### src/vsgf_pkg.sv
package vsgf_pkg;

	localparam int PTS_W     = 64;
	localparam int IDENT_W   = 32;
	localparam int INTV_W    = 32;
	localparam int SLOT_W    = 32;
	localparam int MAX_GAP_DEF = 64;
	localparam int QDEPTH    = 2;

	localparam logic OP_OBSERVE = 1'b0;
	localparam logic OP_CLEAR   = 1'b1;

	// register select is paddr[2]
	localparam logic REG_FRAME_INTERVAL = 1'b0;

	typedef enum logic [2:0] {
		STS_OK            = 3'd0,
		STS_BAD_INTERVAL  = 3'd1,
		STS_NON_MONOTONIC = 3'd2,
		STS_UNALIGNED     = 3'd3,
		STS_GAP_TOO_LARGE = 3'd4
	} vsgf_status_t;

	typedef enum logic [1:0] {
		ST_IDLE,
		ST_DIV,
		ST_EMIT
	} vsgf_state_t;

	typedef struct packed {
		logic               operation;
		logic [PTS_W-1:0]   frame_pts;
		logic [IDENT_W-1:0] frame_ident;
	} vsgf_item_t;

	typedef struct packed {
		vsgf_status_t       status;
		logic               slot_valid;
		logic [SLOT_W-1:0]  slot_number;
		logic [PTS_W-1:0]   slot_pts;
		logic [IDENT_W-1:0] source_ident;
		logic [PTS_W-1:0]   source_pts;
		logic               repeated;
		logic               last;
	} vsgf_result_t;

	typedef struct packed {
		logic busy;
		logic done;
	} vsgf_div_stat_t;

endpackage

### src/video_slot_gap_filler.sv
// channel  dir  handshake                 payload
// s_*      in   s_tvalid / s_tready       s_tdata, s_tuser
// m_*      out  m_tvalid / m_tready       m_tdata, m_tuser, m_tlast
// apb      in   psel & penable & pwrite   paddr, pwdata -> prdata
//
// Clear produces no result. Zero interval, first frame or non-monotonic: one result.
// Aligned later frame: bit-serial 64/32 divide, then one slot per cycle unless the output stalls.
// Input queue of two items lets the front accept while the back divides or emits.
// Results wait in the output register while m_tready is low; the back stalls, and
// s_tready drops once the two-entry queue is full.
// arst_n clears history, slot counter, queue and frame_interval.
module video_slot_gap_filler
	import vsgf_pkg::*;
#(
	parameter int MaxGap = MAX_GAP_DEF
) (
	input  logic         clk,
	input  logic         arst_n,
	input  logic         s_tvalid,
	output logic         s_tready,
	input  logic [95:0]  s_tdata,  // frame_pts, frame_ident
	input  logic [0:0]   s_tuser,  // operation
	output logic         m_tvalid,
	input  logic         m_tready,
	output logic [191:0] m_tdata,  // slot_number, slot_pts, source_ident, source_pts
	output logic [4:0]   m_tuser,  // status, slot_valid, repeated
	output logic         m_tlast,
	input  logic         psel,
	input  logic         penable,
	input  logic         pwrite,
	input  logic [2:0]   paddr,
	input  logic [31:0]  pwdata,
	output logic [31:0]  prdata,
	output logic         pready
);

	logic [INTV_W-1:0] frame_interval_q;
	vsgf_item_t        push_item;
	vsgf_item_t        item;
	logic              item_valid;
	logic              q_full;
	logic              pop;
	logic              div_start;
	logic [PTS_W-1:0]  div_dividend;
	vsgf_div_stat_t    div_stat;
	logic [PTS_W-1:0]  div_quotient;
	logic [INTV_W-1:0] div_remainder;
	vsgf_result_t      res;

	assign pready = 1'b1;
	assign prdata = (paddr[2] == REG_FRAME_INTERVAL) ? frame_interval_q : '0;

	always_ff @(posedge clk or negedge arst_n) begin
		if (!arst_n) begin
			frame_interval_q <= '0;
		end else if (psel && penable && pwrite && pready &&
				paddr[2] == REG_FRAME_INTERVAL) begin
			frame_interval_q <= pwdata;
		end
	end

	assign push_item.operation   = s_tuser[0];
	assign push_item.frame_pts   = s_tdata[63:0];
	assign push_item.frame_ident = s_tdata[95:64];
	assign s_tready              = !q_full;

	vsgf_in_queue u_queue (
		.clk        (clk),
		.arst_n     (arst_n),
		.push       (s_tvalid),
		.push_item  (push_item),
		.full       (q_full),
		.pop        (pop),
		.item_valid (item_valid),
		.item       (item)
	);

	vsgf_divider u_div (
		.clk       (clk),
		.arst_n    (arst_n),
		.start     (div_start),
		.dividend  (div_dividend),
		.divisor   (frame_interval_q),
		.stat      (div_stat),
		.quotient  (div_quotient),
		.remainder (div_remainder)
	);

	vsgf_back #(
		.MaxGap (MaxGap)
	) u_back (
		.clk            (clk),
		.arst_n         (arst_n),
		.frame_interval (frame_interval_q),
		.item_valid     (item_valid),
		.item           (item),
		.pop            (pop),
		.div_start      (div_start),
		.div_dividend   (div_dividend),
		.div_stat       (div_stat),
		.div_quotient   (div_quotient),
		.div_remainder  (div_remainder),
		.out_ready      (m_tready),
		.out_valid      (m_tvalid),
		.out_result     (res)
	);

	assign m_tdata = {res.source_pts, res.source_ident, res.slot_pts, res.slot_number};
	assign m_tuser = {res.repeated, res.slot_valid, res.status};
	assign m_tlast = res.last;

endmodule

### src/vsgf_in_queue.sv
module vsgf_in_queue
	import vsgf_pkg::*;
(
	input  logic       clk,
	input  logic       arst_n,
	input  logic       push,
	input  vsgf_item_t push_item,
	output logic       full,
	input  logic       pop,
	output logic       item_valid,
	output vsgf_item_t item
);

	localparam int PW = (QDEPTH > 1) ? $clog2(QDEPTH) : 1;
	localparam int CW = $clog2(QDEPTH + 1);

	vsgf_item_t      entry_q [QDEPTH];
	logic [PW-1:0]   wr_ptr_q;
	logic [PW-1:0]   rd_ptr_q;
	logic [CW-1:0]   count_q;
	logic            do_push;
	logic            do_pop;

	assign full       = (count_q == CW'(QDEPTH));
	assign item_valid = (count_q != '0);
	assign item       = entry_q[rd_ptr_q];
	assign do_push    = push && !full;
	assign do_pop     = pop && item_valid;

	always_ff @(posedge clk or negedge arst_n) begin
		if (!arst_n) begin
			wr_ptr_q <= '0;
			rd_ptr_q <= '0;
			count_q  <= '0;
		end else begin
			if (do_push) begin
				wr_ptr_q <= (wr_ptr_q == PW'(QDEPTH - 1)) ? '0 : wr_ptr_q + 1'b1;
			end
			if (do_pop) begin
				rd_ptr_q <= (rd_ptr_q == PW'(QDEPTH - 1)) ? '0 : rd_ptr_q + 1'b1;
			end
			unique case ({do_push, do_pop})
				2'b10:   count_q <= count_q + 1'b1;
				2'b01:   count_q <= count_q - 1'b1;
				default: count_q <= count_q;
			endcase
		end
	end

	always_ff @(posedge clk) begin
		if (do_push) begin
			entry_q[wr_ptr_q] <= push_item;
		end
	end

endmodule

### src/vsgf_divider.sv
module vsgf_divider
	import vsgf_pkg::*;
(
	input  logic              clk,
	input  logic              arst_n,
	input  logic              start,
	input  logic [PTS_W-1:0]  dividend,
	input  logic [INTV_W-1:0] divisor,
	output vsgf_div_stat_t    stat,
	output logic [PTS_W-1:0]  quotient,
	output logic [INTV_W-1:0] remainder
);

	localparam int CNT_W = $clog2(PTS_W);

	logic              busy_q;
	logic              done_q;
	logic [CNT_W-1:0]  cnt_q;
	logic [PTS_W-1:0]  dq_q;
	logic [INTV_W-1:0] rem_q;
	logic [INTV_W:0]   shifted;
	logic [INTV_W:0]   diff;
	logic              ge;

	// restoring division, one quotient bit per cycle
	assign shifted = {rem_q, dq_q[PTS_W-1]};
	assign diff    = shifted - {1'b0, divisor};
	assign ge      = (shifted >= {1'b0, divisor});

	assign stat.busy = busy_q;
	assign stat.done = done_q;
	assign quotient  = dq_q;
	assign remainder = rem_q;

	always_ff @(posedge clk or negedge arst_n) begin
		if (!arst_n) begin
			busy_q <= 1'b0;
			done_q <= 1'b0;
			cnt_q  <= '0;
		end else if (start) begin
			busy_q <= 1'b1;
			done_q <= 1'b0;
			cnt_q  <= '0;
		end else if (busy_q) begin
			cnt_q <= cnt_q + 1'b1;
			if (cnt_q == CNT_W'(PTS_W - 1)) begin
				busy_q <= 1'b0;
				done_q <= 1'b1;
			end
		end
	end

	always_ff @(posedge clk) begin
		if (start) begin
			dq_q  <= dividend;
			rem_q <= '0;
		end else if (busy_q) begin
			dq_q  <= {dq_q[PTS_W-2:0], ge};
			rem_q <= ge ? diff[INTV_W-1:0] : shifted[INTV_W-1:0];
		end
	end

endmodule

### src/vsgf_back.sv
module vsgf_back
	import vsgf_pkg::*;
#(
	parameter int MaxGap = MAX_GAP_DEF
) (
	input  logic              clk,
	input  logic              arst_n,
	input  logic [INTV_W-1:0] frame_interval,
	input  logic              item_valid,
	input  vsgf_item_t        item,
	output logic              pop,
	output logic              div_start,
	output logic [PTS_W-1:0]  div_dividend,
	input  vsgf_div_stat_t    div_stat,
	input  logic [PTS_W-1:0]  div_quotient,
	input  logic [INTV_W-1:0] div_remainder,
	input  logic              out_ready,
	output logic              out_valid,
	output vsgf_result_t      out_result
);

	localparam int GW = $clog2(MaxGap + 1);

	vsgf_state_t        state_q, state_d;
	logic               have_prev_q;
	logic [PTS_W-1:0]   prev_pts_q;
	logic [IDENT_W-1:0] prev_ident_q;
	logic [SLOT_W-1:0]  next_slot_q;
	logic [PTS_W-1:0]   cur_pts_q;
	logic [IDENT_W-1:0] cur_ident_q;
	logic [GW-1:0]      elapsed_q;
	logic [GW-1:0]      off_q;
	logic [PTS_W-1:0]   acc_q;
	logic               out_valid_q;
	vsgf_result_t       out_q;

	logic               out_free;
	logic               load;
	vsgf_result_t       res_d;
	logic               do_clear;
	logic               do_first;
	logic               go_emit;
	logic               emit_step;
	logic               emit_final;
	logic [PTS_W-1:0]   slot_limit;

	assign out_free     = !out_valid_q || out_ready;
	assign out_valid    = out_valid_q;
	assign out_result   = out_q;
	assign div_dividend = item.frame_pts - prev_pts_q;
	assign slot_limit   = PTS_W'({SLOT_W{1'b1}} - next_slot_q);

	always_comb begin
		state_d          = state_q;
		pop              = 1'b0;
		div_start        = 1'b0;
		load             = 1'b0;
		do_clear         = 1'b0;
		do_first         = 1'b0;
		go_emit          = 1'b0;
		emit_step        = 1'b0;
		emit_final       = 1'b0;
		res_d            = '0;
		res_d.status     = STS_OK;
		res_d.last       = 1'b1;
		unique case (state_q)
			ST_IDLE: begin
				if (item_valid && (item.operation == OP_CLEAR || out_free)) begin
					pop = 1'b1;
					if (item.operation == OP_CLEAR) begin
						do_clear = 1'b1;
					end else if (frame_interval == '0) begin
						load         = 1'b1;
						res_d.status = STS_BAD_INTERVAL;
					end else if (!have_prev_q) begin
						load               = 1'b1;
						do_first           = 1'b1;
						res_d.slot_valid   = 1'b1;
						res_d.slot_number  = next_slot_q;
						res_d.slot_pts     = item.frame_pts;
						res_d.source_ident = item.frame_ident;
						res_d.source_pts   = item.frame_pts;
					end else if (item.frame_pts <= prev_pts_q) begin
						load         = 1'b1;
						res_d.status = STS_NON_MONOTONIC;
					end else begin
						div_start = 1'b1;
						state_d   = ST_DIV;
					end
				end
			end
			ST_DIV: begin
				if (div_stat.done && out_free) begin
					if (div_remainder != '0 || div_quotient == '0 ||
							div_quotient >= slot_limit) begin
						load         = 1'b1;
						res_d.status = STS_UNALIGNED;
						state_d      = ST_IDLE;
					end else if (div_quotient > PTS_W'(MaxGap)) begin
						load         = 1'b1;
						res_d.status = STS_GAP_TOO_LARGE;
						state_d      = ST_IDLE;
					end else begin
						go_emit = 1'b1;
						state_d = ST_EMIT;
					end
				end
			end
			ST_EMIT: begin
				if (out_free) begin
					load              = 1'b1;
					emit_step         = 1'b1;
					res_d.slot_valid  = 1'b1;
					res_d.slot_number = next_slot_q;
					if (off_q == elapsed_q) begin
						emit_final         = 1'b1;
						res_d.slot_pts     = cur_pts_q;
						res_d.source_ident = cur_ident_q;
						res_d.source_pts   = cur_pts_q;
						state_d            = ST_IDLE;
					end else begin
						res_d.slot_pts     = acc_q;
						res_d.source_ident = prev_ident_q;
						res_d.source_pts   = prev_pts_q;
						res_d.repeated     = 1'b1;
						res_d.last         = 1'b0;
					end
				end
			end
			default: state_d = ST_IDLE;
		endcase
	end

	always_ff @(posedge clk or negedge arst_n) begin
		if (!arst_n) begin
			state_q <= ST_IDLE;
		end else begin
			state_q <= state_d;
		end
	end

	always_ff @(posedge clk or negedge arst_n) begin
		if (!arst_n) begin
			have_prev_q  <= 1'b0;
			prev_pts_q   <= '0;
			prev_ident_q <= '0;
			next_slot_q  <= '0;
			out_valid_q  <= 1'b0;
		end else begin
			if (load) begin
				out_valid_q <= 1'b1;
			end else if (out_ready) begin
				out_valid_q <= 1'b0;
			end
			if (do_clear) begin
				have_prev_q <= 1'b0;
				next_slot_q <= '0;
			end else if (load && res_d.slot_valid) begin
				next_slot_q <= next_slot_q + 1'b1;
			end
			if (do_first) begin
				have_prev_q  <= 1'b1;
				prev_pts_q   <= item.frame_pts;
				prev_ident_q <= item.frame_ident;
			end else if (emit_final) begin
				prev_pts_q   <= cur_pts_q;
				prev_ident_q <= cur_ident_q;
			end
		end
	end

	always_ff @(posedge clk) begin
		if (load) begin
			out_q <= res_d;
		end
		if (div_start) begin
			cur_pts_q   <= item.frame_pts;
			cur_ident_q <= item.frame_ident;
		end
		if (go_emit) begin
			elapsed_q <= div_quotient[GW-1:0];
			off_q     <= GW'(1);
			acc_q     <= prev_pts_q + PTS_W'(frame_interval);
		end else if (emit_step) begin
			off_q <= off_q + 1'b1;
			acc_q <= acc_q + PTS_W'(frame_interval);
		end
	end

endmodule

### config.mk
export PLATFORM = sky130hd
export DESIGN_NAME = video_slot_gap_filler
export DESIGN_NICKNAME = d
export VERILOG_FILES = /design/src/vsgf_pkg.sv /design/src/video_slot_gap_filler.sv /design/src/vsgf_in_queue.sv /design/src/vsgf_divider.sv /design/src/vsgf_back.sv
export SDC_FILE = /design/constraint.sdc
export NUM_CORES = 2
export LEC_CHECK = 0
export ABC_CLOCK_PERIOD_IN_PS = 6400
export BUFFER_PORTS_ARGS = -buffer_cell sky130_fd_sc_hd__buf_2
export CAP_MARGIN = 20
export CORE_ASPECT_RATIO = 1.25
export CORE_MARGIN = 8
export CORE_UTILIZATION = 55
export CTS_CLUSTER_SIZE = 25
export DETAILED_ROUTE_END_ITERATION = 7
export HOLD_SLACK_MARGIN = 0.1
export PLACE_DENSITY = 0.88
export SYNTH_ARGS = -nofsm -noshare
export SYNTH_HDL_FRONTEND = slang
export SYNTH_SLANG_ARGS = --single-unit
### constraint.sdc
create_clock -name clk -period 6.4 [get_ports clk]
set_input_delay 0.32 -clock clk [delete_from_list [all_inputs] [get_ports clk]]
set_output_delay 0.32 -clock clk [all_outputs]
set_load 0.01 [all_outputs]
==> metrics.cfg <==
[clock_network]
insertion_delay_ns=0.67
h-tree-depth=3
cts.clk_slew.worst_paths_ns=0.07
cts_tree=yes
cts_repair_resize_count=0
cts_root_buf=clkbuf_16
cts_hold_buf=132
cts_setup_buffers=0
cts-buffers-inserted=82
cts_buffer_depth=3
clock-sinks=838

[critical_path]
worst-setup-path-type=reg2reg
cp.arrival_ns=6.40
cp-start-kind=flip-flop
cp.required_ns=6.81
crit_fanout=15
reg2reg_depth=22
end_kind=flip-flop

[synthesis]
synthFlopType=edfxtp_1
ys_ff_latch=838
ys_async_sr_fraction_pct=21.0
ys_types=84
synth_area_per_cell_um2=10.9
synth-edff-count=623
synth_area_mm2=0.0436
synth-seq-area-share_pct=54.8
synth_warnings=0
syn_inst=4001
synth_fp_nets=4307

[routing]
dr.first_iter.drc_count=3808
wl_um=132000
ant_nets=0
wire_per_inst_um=23.7
vias=34900
vias_per_cell=6.25
drc=0
dr.pass1.iters=6

[finish]
num-nets-final=4758
n_fill_cell=5815
drive_gt1_share_pct=15.3
final_core_util_pct=64.5
layout_commonest_cell=edfxtp_1
regArea_mm2=0.0239
multi_input_area_mm2=0.0180
layout_common_cells=edfxtp_1, buf_2, nand2_1, a21oi_1, inv_1
layoutNonFillerInstCount=5578
syn_to_final_growth_pct=16.4

[placed_design]
io_buffers=368
routabilityCongestion=0.971
hpwl_um=89900
placed_cells=5288

[timing]
period_needed_ns=5.99
clock.fmax_ghz=0.167
skew_ns=0.0504
tns_ns=0
setup_viol=0
relSlewSlack_pct=27.8
fin_crit_sh_pct=93.6
hold_viol=0
final_max_slew_viol_count=0
rsz0062_at_grt=false
tightest_slew_ns=1.08

[floorplanning]
io_pins=372
die-area_mm2=0.0885
die_h_um=331
die_w_um=268
core_area_mm2=0.0786
num_rows=115
start_util_pct=55.4

[power_and_ir_drop]
power_switching_share_pct=42.0
p_comb_share_pct=45.8
power.switching_mw=11.2
intPower_mw=15.4
ir_worst_vdd_v=0.000404
power_density_mw_per_mm2=525
leakagePower_nw=20.5
seq_power_share_pct=35.8
clkPwrFrac_pct=18.4

[hold_path]
min_path_type=in2async

[global_routing]
grt.total_usage_pct=29.1
antenna_found_initial=5
overflow=0
grt_pass1_wl_um=201000
grt_pass1_vias=35000
grt_max_degree=144

[job]
drv_cap=0

[run_status]
status=finished, final reports clean

-- state kept, by name (all words and copies together), names as in the netlist, 7 cells and up --
name and cells:
u_queue.entry_q 194, u_div.remainder 32, u_back.out_result 198, u_back.prev_ident_q 32, frame_interval_q 32, u_back.cur_pts_q 64
u_back.elapsed_q 7, u_back.cur_ident_q 32, u_back.next_slot_q 32, u_back.off_q 7, u_div.quotient 64, u_back.prev_pts_q 64
u_back.acc_q 64
-- cells by family (layout without fill, tap and decap cells) --
logic type / count (synthesis) / in the layout / share of synthesized area, %
xor+xnor: 189 / 189 / 3.80
other cells: 1 / 4 / 0.00861
simple gates: 1057 / 1057 / 11.7
buf+inv: 449 / 970 / 4.00
mux: 252 / 252 / 6.04
compound gates: 1048 / 1048 / 14.7
fa+ha+maj: 167 / 167 / 4.85
flops: 838 / 838 / 54.8
-- Yosys cell counts (6+ instances only) --
library cell	n	share of area, %
or3_1	14	0.20
buf_2	22	0.25
buf_1	10	0.086
and3_1	29	0.42
nand2b_1	22	0.32
and4_1	18	0.36
xnor2_1	103	2.1
mux2_2	83	2.1
dfrtp_1	176	10
o21ai_0	224	2.6
nand4_1	66	0.95
ha_1	164	4.7
xor2_1	86	1.7
or2_2	6	0.086
a21oi_1	295	3.4
a21o_1	77	1.3
o2111ai_1	7	0.14
a211oi_1	28	0.48
nor3_1	30	0.34
buf_4	6	0.10
mux2i_1	166	3.8
clkbuf_1	167	1.4
edfxtp_1	623	43
a211o_1	12	0.24
o31ai_1	11	0.19
nand2_1	360	3.1
a221o_1	28	0.64
o21bai_1	23	0.40
o21a_1	24	0.41
nor2_1	234	2.0
a221oi_1	8	0.16
o22ai_1	162	2.3
o21ai_1	56	0.64
o211ai_1	6	0.10
dfxtp_1	39	1.8
a311oi_1	8	0.16
and2_1	114	1.6
nor4_1	46	0.66
a31oi_1	26	0.37
nor2b_1	17	0.24
nand3_1	75	0.86
inv_1	242	2.1
-- metal layers --
metal	up-vias	global-route usage, %	share of wire, %
li1	15600	-	-
met1	16800	34.7	36
met2	2014	49.8	49
met3	462	5.12	8.6
met4	4	16.0	6.0
met5	-	0	0.018
-- final timing paths --
check | start | endpoint | slack [ns]
max in group asynchronous | arst_n | u_queue.rd_ptr_q$_DFFE_PN0P_ | 4.99
min | arst_n | frame_interval_q[21]$_DFFE_PN0P_ | 0.26
max | u_div.quotient[31]$_DFFE_PP_ | u_back.acc_q[63]$_DFFE_PP_ | 0.41
min in group clk | s_tdata[25] | u_queue.entry_q[1][57]$_DFFE_PP_ | 0.39
min reg2reg | u_back.cur_pts_q[0]$_DFFE_PP_ | u_back.prev_pts_q[0]$_DFFE_PN0P_ | 0.51
max reg2reg | u_div.quotient[31]$_DFFE_PP_ | u_back.acc_q[63]$_DFFE_PP_ | 0.41
-- layout make-up --
| type | count | area share (%) |
|---|---|---|
| Clock inverter | 49 | 0.950 |
| Tap cell | 1053 | 2.60 |
| Clock buffer | 105 | 4.32 |
| Sequential cell | 838 | 47.1 |
| Inverter | 243 | 1.80 |
| Multi-Input combinational cell | 2714 | 35.5 |
| Antenna cell | 3 | 0.0148 |
| Timing Repair Buffer | 573 | 7.66 |
-- power groups by stage --
| stage | Sequential (mW) | Clock, mW | Combinational, mW |
|---|---|---|---|
| after floorplan | 9.50 | 0 | 7.90 |
| after global placement | 9.47 | 0 | 11.5 |
| after detailed placement | 9.54 | 0 | 11.8 |
| after CTS | 9.46 | 4.90 | 12.0 |
| after global routing | 9.67 | 5.13 | 13.2 |
| final | 9.54 | 4.89 | 12.2 |
-- per-stage QoR --
step | area [um2] | hold WS, ns | total power, mW | setup slack (ns)
floorplan | 43600 | 0.0244 | 17.4 | 0.377
global placement | 46700 | 0.423 | 21.0 | 0.622
detailed placement | 46700 | 0.423 | 21.3 | 0.518
CTS | 50700 | 0.293 | 26.3 | 0.513
global route | 50700 | 0.346 | 28.0 | 0.300
finish | 50700 | 0.261 | 26.6 | 0.411
-- worst max-delay path, stage by stage, from the launching register on --
cell and delay (ns):
edfxtp_1 0.42, ha_1 0.32, nor4_1 0.25, nand4_1 0.16
nor3_1 0.25, buf_4 0.20, nand4b_1 0.15, nor4_4 0.28
buf_12 0.21, mux2_2 0.35, ha_1 0.37, o21ai_1 0.12
o21a_1 0.20, o31a_1 0.37, a211o_1 0.37, a31oi_4 0.17
o221a_2 0.25, a311oi_2 0.11, buf_4 0.22, or3_1 0.43
buf_12 0.16, nor4_4 0.27, xnor2_1 0.09
No activity file was read; power rests on OpenSTA's default activity.
